**src/rtl/block_mean_variance_stddev_top_macros.svh**
```systemverilog
// assertion helpers shared by the rtl files
`ifndef BLOCK_MEAN_VARIANCE_STDDEV_TOP_MACROS_SVH
`define BLOCK_MEAN_VARIANCE_STDDEV_TOP_MACROS_SVH

// same-cycle implication, sampled on the rising clock edge
`define BMVS_ASSERT_IMP(lbl, clk, rst_n, ante, cons, msg) \
    lbl: assert property (@(posedge clk) disable iff (!rst_n) (ante) |-> (cons)) \
        else $error(msg);

// next-cycle implication, sampled on the rising clock edge
`define BMVS_ASSERT_NXT(lbl, clk, rst_n, ante, cons, msg) \
    lbl: assert property (@(posedge clk) disable iff (!rst_n) (ante) |=> (cons)) \
        else $error(msg);

`endif

```
**src/rtl/bmvs_pkg.sv**
```systemverilog
package bmvs_pkg;

    // fixed field widths
    localparam int SAMPLE_BITS     = 16;
    localparam int VAR_BITS        = 31;
    localparam int STD_BITS        = 16;
    localparam int MAX_SAMPLES_DEF = 1024;

    // result status codes
    typedef enum logic [1:0] {
        ST_OK     = 2'd0,
        ST_SINGLE = 2'd1,
        ST_OVER   = 2'd2
    } status_t;

    // controller states
    typedef enum logic [3:0] {
        S_IDLE,
        S_FLUSH,
        S_MUL,
        S_DIFF,
        S_MEAN_GO,
        S_MEAN_WAIT,
        S_VAR_GO,
        S_VAR_WAIT,
        S_ROOT_GO,
        S_ROOT_WAIT,
        S_OUT
    } state_t;

    // controller to datapath commands
    typedef struct packed {
        logic acc;
        logic mul;
        logic diff;
        logic mean_go;
        logic var_go;
        logic root_go;
        logic save_mean;
        logic save_var;
        logic emit;
    } dp_cmd_t;

    // datapath to controller status
    typedef struct packed {
        logic div_done;
        logic root_done;
        logic single;
    } dp_stat_t;

endpackage

```
**src/rtl/bmvs_div.sv**
```systemverilog
module bmvs_div #(
    parameter int DVD_W = 52,
    parameter int DVS_W = 22
) (
    input  logic             clk,
    input  logic             rst_n,
    input  logic             start,
    input  logic [DVD_W-1:0] dividend,
    input  logic [DVS_W-1:0] divisor,
    output logic             done,
    output logic [DVD_W-1:0] quotient
);

    localparam int CW = $clog2(DVD_W + 1);

    logic [CW-1:0]    cnt_reg;
    logic             run_reg;
    logic             done_reg;
    logic [DVD_W-1:0] quo_reg;
    logic [DVS_W-1:0] rem_reg;
    logic [DVS_W-1:0] dvs_reg;
    logic [DVS_W:0]   rem_sh;
    logic [DVS_W:0]   trial;
    logic             ge;

    // one restoring step: shift in the next dividend bit and try the subtract
    assign rem_sh = {rem_reg, quo_reg[DVD_W-1]};
    assign trial  = rem_sh - {1'b0, dvs_reg};
    assign ge     = !trial[DVS_W];

    // step counter and done pulse
    always_ff @(posedge clk or negedge rst_n)
    begin
        if (!rst_n)
        begin
            cnt_reg  <= '0;
            run_reg  <= 1'b0;
            done_reg <= 1'b0;
        end
        else if (start)
        begin
            cnt_reg  <= CW'(DVD_W);
            run_reg  <= 1'b1;
            done_reg <= 1'b0;
        end
        else if (run_reg)
        begin
            cnt_reg  <= cnt_reg - CW'(1);
            run_reg  <= (cnt_reg != CW'(1));
            done_reg <= (cnt_reg == CW'(1));
        end
        else
        begin
            done_reg <= 1'b0;
        end
    end

    // quotient and partial remainder
    always_ff @(posedge clk)
    begin
        if (start)
        begin
            quo_reg <= dividend;
            rem_reg <= '0;
            dvs_reg <= divisor;
        end
        else if (run_reg)
        begin
            quo_reg <= {quo_reg[DVD_W-2:0], ge};
            rem_reg <= ge ? trial[DVS_W-1:0] : rem_sh[DVS_W-1:0];
        end
    end

    assign done     = done_reg;
    assign quotient = quo_reg;

endmodule

```
**src/rtl/bmvs_sqrt.sv**
```systemverilog
module bmvs_sqrt #(
    parameter int ROOT_W = 16
) (
    input  logic                clk,
    input  logic                rst_n,
    input  logic                start,
    input  logic [2*ROOT_W-1:0] radicand,
    output logic                done,
    output logic [ROOT_W-1:0]   root
);

    localparam int CW    = $clog2(ROOT_W + 1);
    localparam int RAD_W = 2 * ROOT_W;
    localparam int REM_W = ROOT_W + 2;

    logic [CW-1:0]    cnt_reg;
    logic             run_reg;
    logic             done_reg;
    logic [RAD_W-1:0] rad_reg;
    logic [ROOT_W-1:0] root_reg;
    logic [REM_W-1:0] rem_reg;
    logic [REM_W-1:0] rem_sh;
    logic [REM_W-1:0] tryv;
    logic [REM_W:0]   diff;
    logic             ge;

    // one root bit per step: bring down two radicand bits, test 4*root+1
    assign rem_sh = {rem_reg[ROOT_W-1:0], rad_reg[RAD_W-1 -: 2]};
    assign tryv   = {root_reg, 2'b01};
    assign diff   = {1'b0, rem_sh} - {1'b0, tryv};
    assign ge     = !diff[REM_W];

    // step counter and done pulse
    always_ff @(posedge clk or negedge rst_n)
    begin
        if (!rst_n)
        begin
            cnt_reg  <= '0;
            run_reg  <= 1'b0;
            done_reg <= 1'b0;
        end
        else if (start)
        begin
            cnt_reg  <= CW'(ROOT_W);
            run_reg  <= 1'b1;
            done_reg <= 1'b0;
        end
        else if (run_reg)
        begin
            cnt_reg  <= cnt_reg - CW'(1);
            run_reg  <= (cnt_reg != CW'(1));
            done_reg <= (cnt_reg == CW'(1));
        end
        else
        begin
            done_reg <= 1'b0;
        end
    end

    // radicand shifter, remainder and root
    always_ff @(posedge clk)
    begin
        if (start)
        begin
            rad_reg  <= radicand;
            rem_reg  <= '0;
            root_reg <= '0;
        end
        else if (run_reg)
        begin
            rad_reg  <= {rad_reg[RAD_W-3:0], 2'b00};
            rem_reg  <= ge ? diff[REM_W-1:0] : rem_sh;
            root_reg <= {root_reg[ROOT_W-2:0], ge};
        end
    end

    assign done = done_reg;
    assign root = root_reg;

endmodule

```
**src/rtl/bmvs_dp.sv**
```systemverilog
`include "block_mean_variance_stddev_top_macros.svh"

module bmvs_dp #(
    parameter int MAX_SAMPLES = bmvs_pkg::MAX_SAMPLES_DEF,
    localparam int CNT_W = $clog2(MAX_SAMPLES + 1)
) (
    input  logic                                   clk,
    input  logic                                   rst_n,
    input  bmvs_pkg::dp_cmd_t                      cmd,
    output bmvs_pkg::dp_stat_t                     stat,
    input  logic signed [bmvs_pkg::SAMPLE_BITS-1:0] sample,
    output logic signed [bmvs_pkg::SAMPLE_BITS-1:0] mean,
    output logic [bmvs_pkg::VAR_BITS-1:0]          variance,
    output logic [bmvs_pkg::STD_BITS-1:0]          std_dev,
    output logic [CNT_W-1:0]                       count,
    output logic [1:0]                             status
);

    import bmvs_pkg::*;

    localparam int SB    = SAMPLE_BITS;
    localparam int SUM_W = SB + CNT_W;
    localparam int SQ_W  = 2 * SB - 2 + CNT_W;
    localparam int LO_W  = (SQ_W + 1) / 2;
    localparam int HI_W  = SQ_W - LO_W;
    localparam int DVD_W = 2 * SB + 2 * CNT_W - 2;
    localparam int DVS_W = 2 * CNT_W;
    localparam int RAD_W = 2 * STD_BITS;
    localparam int CHK_W = RAD_W + 2;
    localparam int PRD_W = DVD_W + DVS_W + 1;

    logic signed [SUM_W-1:0]   sum_reg;
    logic [SQ_W-1:0]           sumsq_reg;
    logic [CNT_W-1:0]          cnt_reg;
    logic                      ovf_reg;
    logic                      pend_vld_reg;
    logic [2*SB-2:0]           sq_pend_reg;
    logic signed [2*SB-1:0]    sq_full;
    logic                      full;
    logic [CNT_W+LO_W-1:0]     plo_reg;
    logic [CNT_W+HI_W-1:0]     phi_reg;
    logic signed [2*SUM_W-1:0] sum_sq;
    logic [DVD_W-1:0]          ssq_reg;
    logic [DVS_W-1:0]          nn_reg;
    logic [DVD_W-1:0]          d_reg;
    logic [DVD_W-1:0]          mean_num_reg;
    logic                      div_start;
    logic                      div_done;
    logic [DVD_W-1:0]          div_dvd;
    logic [DVS_W-1:0]          div_dvs;
    logic [DVD_W-1:0]          div_quo;
    logic signed [SB-1:0]      mean_reg;
    logic [VAR_BITS-1:0]       var_reg;
    logic                      root_done;
    logic [STD_BITS-1:0]       root;
    status_t                   st_code;

    assign full    = (cnt_reg == CNT_W'(MAX_SAMPLES));
    assign sq_full = (2*SB)'(sample) * (2*SB)'(sample);
    assign sum_sq  = (2*SUM_W)'(sum_reg) * (2*SUM_W)'(sum_reg);

    // accumulators: running sum and count at once, squares through sq_pend_reg
    always_ff @(posedge clk or negedge rst_n)
    begin
        if (!rst_n)
        begin
            sum_reg      <= '0;
            sumsq_reg    <= '0;
            cnt_reg      <= '0;
            ovf_reg      <= 1'b0;
            pend_vld_reg <= 1'b0;
        end
        else if (cmd.emit)
        begin
            sum_reg      <= '0;
            sumsq_reg    <= '0;
            cnt_reg      <= '0;
            ovf_reg      <= 1'b0;
            pend_vld_reg <= 1'b0;
        end
        else
        begin
            pend_vld_reg <= cmd.acc && !full;
            if (cmd.acc && !full)
            begin
                sum_reg <= sum_reg + SUM_W'(sample);
                cnt_reg <= cnt_reg + CNT_W'(1);
            end
            if (cmd.acc && full)
            begin
                ovf_reg <= 1'b1;
            end
            if (pend_vld_reg)
            begin
                sumsq_reg <= sumsq_reg + SQ_W'(sq_pend_reg);
            end
        end
    end

    // square of the accepted sample
    always_ff @(posedge clk)
    begin
        if (cmd.acc)
        begin
            sq_pend_reg <= sq_full[2*SB-2:0];
        end
    end

    // end of block: products, then the numerators
    always_ff @(posedge clk)
    begin
        if (cmd.mul)
        begin
            plo_reg      <= (CNT_W+LO_W)'(cnt_reg) * (CNT_W+LO_W)'(sumsq_reg[LO_W-1:0]);
            phi_reg      <= (CNT_W+HI_W)'(cnt_reg) * (CNT_W+HI_W)'(sumsq_reg[SQ_W-1:LO_W]);
            ssq_reg      <= sum_sq[DVD_W-1:0];
            nn_reg       <= DVS_W'(cnt_reg) * (DVS_W'(cnt_reg) - DVS_W'(1));
            // 2*sum + n, offset by 2n * half range so it stays positive
            mean_num_reg <= (DVD_W'(sum_reg) << 1) + DVD_W'(cnt_reg)
                            + (DVD_W'(cnt_reg) << SB);
        end
        if (cmd.diff)
        begin
            // n*sumsq - sum^2
            d_reg <= (DVD_W'(phi_reg) << LO_W) + DVD_W'(plo_reg) - ssq_reg;
        end
    end

    // shared divider: mean first, then variance unless the block holds a single sample
    assign div_start = cmd.mean_go | cmd.var_go;
    assign div_dvd   = cmd.var_go ? d_reg : mean_num_reg;
    assign div_dvs   = cmd.var_go ? nn_reg : (DVS_W'(cnt_reg) << 1);

    bmvs_div #(
        .DVD_W (DVD_W),
        .DVS_W (DVS_W)
    ) u_div (
        .clk      (clk),
        .rst_n    (rst_n),
        .start    (div_start),
        .dividend (div_dvd),
        .divisor  (div_dvs),
        .done     (div_done),
        .quotient (div_quo)
    );

    // result registers; the mean drops the half-range offset
    always_ff @(posedge clk)
    begin
        if (cmd.diff)
        begin
            var_reg <= '0;
        end
        else if (cmd.save_var)
        begin
            var_reg <= div_quo[VAR_BITS-1:0];
        end
        if (cmd.save_mean)
        begin
            mean_reg <= {~div_quo[SB-1], div_quo[SB-2:0]};
        end
    end

    bmvs_sqrt #(
        .ROOT_W (STD_BITS)
    ) u_sqrt (
        .clk      (clk),
        .rst_n    (rst_n),
        .start    (cmd.root_go),
        .radicand (RAD_W'(var_reg)),
        .done     (root_done),
        .root     (root)
    );

    // status code
    always_comb
    begin
        if (cnt_reg == CNT_W'(1))
        begin
            st_code = ST_SINGLE;
        end
        else if (ovf_reg)
        begin
            st_code = ST_OVER;
        end
        else
        begin
            st_code = ST_OK;
        end
    end

    assign stat.div_done  = div_done;
    assign stat.root_done = root_done;
    assign stat.single    = (cnt_reg == CNT_W'(1));

    assign mean     = mean_reg;
    assign variance = var_reg;
    assign std_dev  = root;
    assign count    = cnt_reg;
    assign status   = st_code;

    // root is the floor square root of the variance
    `BMVS_ASSERT_IMP(a_root_floor, clk, rst_n, root_done, (CHK_W'(root) * CHK_W'(root) <= CHK_W'(var_reg)) && ((CHK_W'(root) + CHK_W'(1)) * (CHK_W'(root) + CHK_W'(1)) > CHK_W'(var_reg)), "root is not the floor square root")
    // variance quotient brackets the numerator
    `BMVS_ASSERT_IMP(a_var_quot, clk, rst_n, cmd.save_var, (PRD_W'(div_quo) * PRD_W'(nn_reg) <= PRD_W'(d_reg)) && ((PRD_W'(div_quo) + PRD_W'(1)) * PRD_W'(nn_reg) > PRD_W'(d_reg)), "variance quotient out of range")

endmodule

```
**src/rtl/bmvs_ctrl.sv**
```systemverilog
`include "block_mean_variance_stddev_top_macros.svh"

module bmvs_ctrl (
    input  logic               clk,
    input  logic               rst_n,
    input  logic               start,
    input  logic               last,
    output logic               busy,
    output logic               valid,
    output bmvs_pkg::dp_cmd_t  cmd,
    input  bmvs_pkg::dp_stat_t stat
);

    import bmvs_pkg::*;

    state_t state_reg;
    state_t state_next;

    // state register
    always_ff @(posedge clk or negedge rst_n)
    begin
        if (!rst_n)
        begin
            state_reg <= S_IDLE;
        end
        else
        begin
            state_reg <= state_next;
        end
    end

    // next state and commands
    always_comb
    begin
        state_next = state_reg;
        cmd        = '0;
        case (state_reg)
            S_IDLE:
            begin
                cmd.acc = start;
                if (start && last)
                begin
                    state_next = S_FLUSH;
                end
            end
            S_FLUSH:
            begin
                state_next = S_MUL;
            end
            S_MUL:
            begin
                cmd.mul    = 1'b1;
                state_next = S_DIFF;
            end
            S_DIFF:
            begin
                cmd.diff   = 1'b1;
                state_next = S_MEAN_GO;
            end
            S_MEAN_GO:
            begin
                cmd.mean_go = 1'b1;
                state_next  = S_MEAN_WAIT;
            end
            S_MEAN_WAIT:
            begin
                if (stat.div_done)
                begin
                    cmd.save_mean = 1'b1;
                    state_next    = stat.single ? S_ROOT_GO : S_VAR_GO;
                end
            end
            S_VAR_GO:
            begin
                cmd.var_go = 1'b1;
                state_next = S_VAR_WAIT;
            end
            S_VAR_WAIT:
            begin
                if (stat.div_done)
                begin
                    cmd.save_var = 1'b1;
                    state_next   = S_ROOT_GO;
                end
            end
            S_ROOT_GO:
            begin
                cmd.root_go = 1'b1;
                state_next  = S_ROOT_WAIT;
            end
            S_ROOT_WAIT:
            begin
                if (stat.root_done)
                begin
                    state_next = S_OUT;
                end
            end
            S_OUT:
            begin
                cmd.emit   = 1'b1;
                state_next = S_IDLE;
            end
            default:
            begin
                state_next = S_IDLE;
            end
        endcase
    end

    assign busy  = (state_reg != S_IDLE);
    assign valid = (state_reg == S_OUT);

    // a final beat always starts the result sequence
    `BMVS_ASSERT_NXT(a_last_busy, clk, rst_n, start && !busy && last, busy, "final beat did not start the result sequence")
    // after the result strobe the block is free again
    `BMVS_ASSERT_NXT(a_strobe_idle, clk, rst_n, valid, !busy && !valid, "block not idle after result strobe")
    // the divider only finishes while it is waited for
    `BMVS_ASSERT_IMP(a_div_waited, clk, rst_n, stat.div_done, state_reg == S_MEAN_WAIT || state_reg == S_VAR_WAIT, "divider finished outside a wait state")

endmodule

```
**src/rtl/block_mean_variance_stddev_top.sv**
```systemverilog
// Block mean, variance and standard deviation of signed Q1.15 samples.
// Input: a sample beat is taken on a rising edge with start high and busy low;
// last marks the final sample of a block. Non-final beats are taken one per
// cycle, busy stays low while a block streams in.
// Output: on the final beat the block raises busy and, later, shows mean,
// variance (Q1.30, over N-1), std_dev (floor root, Q1.15), count and status
// for exactly one cycle with valid high. The receiver cannot hold results off.
// After the final beat the block forms the products and numerators, runs the
// shared restoring divider for the mean and then the variance, takes the
// square root and shows the result. The divider works on a dividend of
// W = 2*16 + 2*ceil(log2(MAX_SAMPLES+1)) - 2 bits (52 at MAX_SAMPLES = 1024)
// and gives one quotient bit per cycle; a single-sample block skips the
// variance divide. The square root takes one root bit per cycle.
// busy drops with the result beat, so the next block's first beat can be
// taken on the following edge.
// Samples beyond MAX_SAMPLES are dropped and flagged with status 2.
// Reset (rst_n low, asynchronous) clears the sums, the count and the
// controller; the next sample opens a new block.
module block_mean_variance_stddev_top #(
    parameter int MAX_SAMPLES = bmvs_pkg::MAX_SAMPLES_DEF,
    localparam int CNT_W = $clog2(MAX_SAMPLES + 1)
) (
    input  logic                                    clk,
    input  logic                                    rst_n,
    input  logic                                    start,
    output logic                                    busy,
    input  logic signed [bmvs_pkg::SAMPLE_BITS-1:0] sample,
    input  logic                                    last,
    output logic                                    valid,
    output logic signed [bmvs_pkg::SAMPLE_BITS-1:0] mean,
    output logic [bmvs_pkg::VAR_BITS-1:0]           variance,
    output logic [bmvs_pkg::STD_BITS-1:0]           std_dev,
    output logic [CNT_W-1:0]                        count,
    output logic [1:0]                              status
);

    import bmvs_pkg::*;

    dp_cmd_t  cmd;
    dp_stat_t stat;

    // sequencer
    bmvs_ctrl u_ctrl (
        .clk   (clk),
        .rst_n (rst_n),
        .start (start),
        .last  (last),
        .busy  (busy),
        .valid (valid),
        .cmd   (cmd),
        .stat  (stat)
    );

    // accumulators, divider and root
    bmvs_dp #(
        .MAX_SAMPLES (MAX_SAMPLES)
    ) u_dp (
        .clk      (clk),
        .rst_n    (rst_n),
        .cmd      (cmd),
        .stat     (stat),
        .sample   (sample),
        .mean     (mean),
        .variance (variance),
        .std_dev  (std_dev),
        .count    (count),
        .status   (status)
    );

endmodule

```
**config.mk**
```make
export PLATFORM = sky130hd
export DESIGN_NAME = block_mean_variance_stddev_top
export DESIGN_NICKNAME = d
export VERILOG_FILES = /design/src/rtl/bmvs_pkg.sv /design/src/rtl/bmvs_div.sv /design/src/rtl/bmvs_sqrt.sv /design/src/rtl/bmvs_dp.sv /design/src/rtl/bmvs_ctrl.sv /design/src/rtl/block_mean_variance_stddev_top.sv
export VERILOG_INCLUDE_DIRS = /design/src /design/src/rtl
export SDC_FILE = /design/constraint.sdc
export NUM_CORES = 2
export LEC_CHECK = 0
export BUFFER_PORTS_ARGS = -buffer_cell sky130_fd_sc_hd__buf_2
export CELL_PAD_IN_SITES_DETAIL_PLACEMENT = 1
export CELL_PAD_IN_SITES_GLOBAL_PLACEMENT = 2
export CORE_MARGIN = 4
export CORE_UTILIZATION = 30
export CTS_CLUSTER_SIZE = 12
export DETAILED_ROUTE_END_ITERATION = 8
export GPL_TIMING_DRIVEN = 0
export PLACE_DENSITY = 0.66
export SYNTH_ARGS = -nofsm -noshare
export SYNTH_HDL_FRONTEND = slang
export SYNTH_HIERARCHICAL = 1
export SYNTH_SLANG_ARGS = --single-unit
export TNS_END_PERCENT = 1
```
**constraint.sdc**
```tcl
create_clock -name clk -period 28.3 [get_ports clk]
set_input_delay 1.415 -clock clk [delete_from_list [all_inputs] [get_ports clk]]
set_output_delay 1.415 -clock clk [all_outputs]
set_load 0.05 [all_outputs]
```
==> impl_metrics.csv <==
group,metric,value,unit
synth,syn_area,0.07950,mm²
sta,slew-limit-headroom,-1.130,%
cells_and_area,drive_above_1_share,5.273,%
sta,tns,0,ns
floorplan,core_region_area,0.2630,mm²
global_route,first_global_vias,64022,
synth,yosysTopAreaCellShare,34.07,%
drt,vias_per_cell,4.784,
cells_and_area,fin_nets,10393,
synth,yosysSeqAreaShare,19.23,%
cts,clk_pin_slew,0.06,ns
critical_path,crit_arrival,11.42,ns
drt,drtIter0Drc,3054,
sta,rsz0062_at_grt,"no",
cts,cts_made_buffers,72,
hold_path,worstHoldPathType,"flop to flop",
synth,synth_edf_count,369,
global_route,grt_remaining_overflow,0,
placed_design,io_buffers,97,
critical_path,worstSetupPathType,"flop to flop",
drt,ant_nets,0,
floorplan,start_util,30.23,%
global_route,antenna_found_initial,24,
synth,synth_area_leader_cell,"fa_1",
cts,root_buffer,"clkbuf_16",
synth,postSynth.asyncResetShare,18.05,%
hold_path,whs_path_depth,2,
floorplan,io_pins,98,
cts,cts_hold_buf,0,
critical_path,worst_r2r_endpoint,"u_dp/ssq_reg[51]",
sta,hold_violations,0,
cts,htreeDepth,3,
global_route,grt_first_pass_wirelength,413200,µm
cells_and_area,syn_to_final_growth,9.520,%
cts,ctsResizeCount,0,
drt,vias,57022,
job,maxCapViolations,1,
synth,ys_ff_latch,554,
synth,yosysUniqueCellTypes,106,
floorplan,die_area,0.2733,mm²
critical_path,reg2reg_slack,17.25,ns
drt,wl,273500,µm
sta,fin_skew,0.05771,ns
hold_path,worstHoldStart,"u_dp/u_sqrt/rem_reg[14]",
global_route,grt_usage,20.17,%
synth,synth_warnings,6,
status,status,"complete, but fails checks",
drt,route.detailed.drc,0,
synth,synthCells,8149,
drt,first_pass_iters,5,
placed_design,routabilityCongestion,0.8925,
cts,postCtsSetupBuffers,0,
hold_path,worst_hold_path.endpoint,"u_dp/u_sqrt/rem_reg[14]",
global_route,grt_max_degree,71,
sta,max_freq,0.09048,GHz
cts,clockBufferDepth,3,
critical_path,r2r_cells,26,
cts,cts_sinks,554,
critical_path,critPathRequiredTime,28.67,ns
cts,cts_tree,"built",
synth,synthFlopType,"edfxtp_1",
sta,slew_viol_final,11,
drt,wl_per_cell,22.95,µm
placed_design,place_hpwl,226000,µm
sta,min_period,11.05,ns
critical_path,r2r_start,"u_dp/sum_reg[8]",
critical_path,end_kind,"flop",
floorplan,dieWidth,522.8,µm
floorplan,die_y,522.8,µm
sta,tightestPinTransition,1.517,ns
status,failed_checks,"max-capacitance violations, max-slew violations",
floorplan,core.rowCount,188,
sta,setup_viol,0,
cells_and_area,fillers,30318,
critical_path,cp_max_fo,10,
cts,worst_skew_pair.late_latency,0.70,ns
sta,min_period_over_period,39.05,%
synth,avgSynthCellArea,9.756,µm²
critical_path,start_kind,"flop",
synth,synth_area_leaders,"fa_1, edfxtp_1, ha_1, inv_1, nand2_1",
[cell usage in the layout, fill, tap and decap left out, types with 92 or more instances in the layout]
| cell | instances |
|---|---|
| mux2i_1 | 96 |
| ha_1 | 679 |
| xnor2_1 | 241 |
| a21o_1 | 122 |
| and2_1 | 344 |
| clkbuf_1 | 277 |
| fa_1 | 1353 |
| dfrtp_1 | 100 |
| xor2_1 | 92 |
| a21oi_1 | 280 |
| mux2_2 | 126 |
| buf_2 | 100 |
| edfxtp_1 | 369 |
| o21ai_0 | 147 |
| nand2b_1 | 119 |
| inv_1 | 1781 |
| nand2_1 | 801 |
| nor2_1 | 420 |
[through the flow]
stage	worst slack, ns	instance area, µm²	util (%)	cells	hold WS [ns]
6_report	17.25	87070	33.11	11919	0.4884
5_1_grt	16.90	87060	33.11	11917	0.5121
4_1_cts	17.18	87060	33.11	11916	0.4923
3_5_place_dp	17.22	84680	32.20	11782	0.4847
3_3_place_gp	8.537	84390	32.09	11762	0.4782
2_1_floorplan	15.51	79500	-	8150	0.4406
[kinds of logic (layout without fill, tap and decap cells)]
logic type | count (synthesis) | count (layout) | synth area share (%)
buffers and inverters | 2102 | 2353 | 10.06
adders and majority gates | 2032 | 2032 | 44.76
and+or+nand+nor | 2023 | 2023 | 12.06
AOI/OAI and AO/OA | 881 | 881 | 7.219
DFF | 554 | 554 | 19.23
xor gates and xnor gates | 334 | 334 | 3.689
muxes | 222 | 222 | 2.993
other | 1 | 5 | 0.004717
[synthesized netlist by cell type, types with 9 or more instances]
cell type and count:
o211ai_1 12, xnor2_1 241, ha_1 679, nor3b_1 11, nor4_1 12, nor2b_1 63, clkbuf_1 265, inv_1 1782
xor2_1 92, mux2_2 126, buf_1 23, a31oi_1 28, nand2b_1 119, o21ai_0 147, nor2_1 421, o21ai_1 12
nand2_1 801, dfxtp_1 85, o21a_1 38, o31ai_1 13, a21boi_0 11, and3_1 29, or2_2 13, a211o_1 10
dfrtp_1 100, a21o_1 122, buf_6 9, nand3_1 54, a21oi_1 280, or3_1 24, mux2i_1 96, and2_1 344
o21bai_1 42, nor3_1 62, edfxtp_1 369, fa_1 1353, nor4b_1 11, nand4_1 28, a211oi_1 57
[routing by layer]
layer | part of all wire (%) | vias to the layer above | global-route usage [%]
met4 | 2.7 | 0 | 5.067
li1 | - | 25717 | -
met5 | 0 | - | 0
met3 | 4.0 | 264 | 1.986
met2 | 48 | 1111 | 34.79
met1 | 45 | 29930 | 27.17
[area by class of cell]
| type | count | area [µm²] | share of cell area, % |
|---|---|---|---|
| well taps | 3515 | 4398 | 5.051 |
| flip-flops and latches | 554 | 15280 | 17.55 |
| plain buffers | 308 | 1267 | 1.456 |
| repair buffers | 117 | 755.7 | 0.8680 |
| clock inverters | 39 | 436.7 | 0.5015 |
| clock buffers | 95 | 1949 | 2.239 |
| multi-input cells | 5494 | 56240 | 64.59 |
| diodes | 3 | 7.507 | 0.008622 |
| inverters | 1794 | 6734 | 7.734 |
[worst max-delay path: stages (launching register included)]
cell,delay (ns)
dfrtp_1,1.07
clkbuf_1,0.86
clkbuf_1,0.84
nand2_1,0.29
fa_1,0.58
fa_1,0.50
inv_1,0.06
fa_1,0.54
inv_1,0.07
fa_1,0.50
inv_1,0.05
fa_1,0.51
fa_1,0.55
inv_1,0.07
fa_1,0.49
inv_1,0.05
ha_1,0.37
nand4_1,0.25
nor3_1,0.25
nand2_1,0.07
nor3_1,0.66
o2111ai_1,0.31
a31oi_1,0.43
a31oi_1,0.28
o21ai_0,0.29
a21oi_1,0.12
xnor2_1,0.64
[worst max-delay path by stage]
stage,from,end,slack [ns],depth (start not counted)
5_1_grt,u_dp/sum_reg[4],u_dp/ssq_reg[51],16.90,25
3_5_place_dp,u_dp/sum_reg[4],u_dp/ssq_reg[51],17.22,26
6_report,u_dp/sum_reg[8],u_dp/ssq_reg[51],17.25,26
3_3_place_gp,u_ctrl/state_reg[0],u_dp/ssq_reg[49],8.54,3
4_1_cts,u_dp/sum_reg[4],u_dp/ssq_reg[51],17.18,26
2_1_floorplan,u_ctrl/state_reg[0],u_dp/mean_num_reg[0],15.51,3
Power is left out: the tool's default activity adds up to more than one toggle a clock period on the data nets, which glitch-free logic cannot reach.
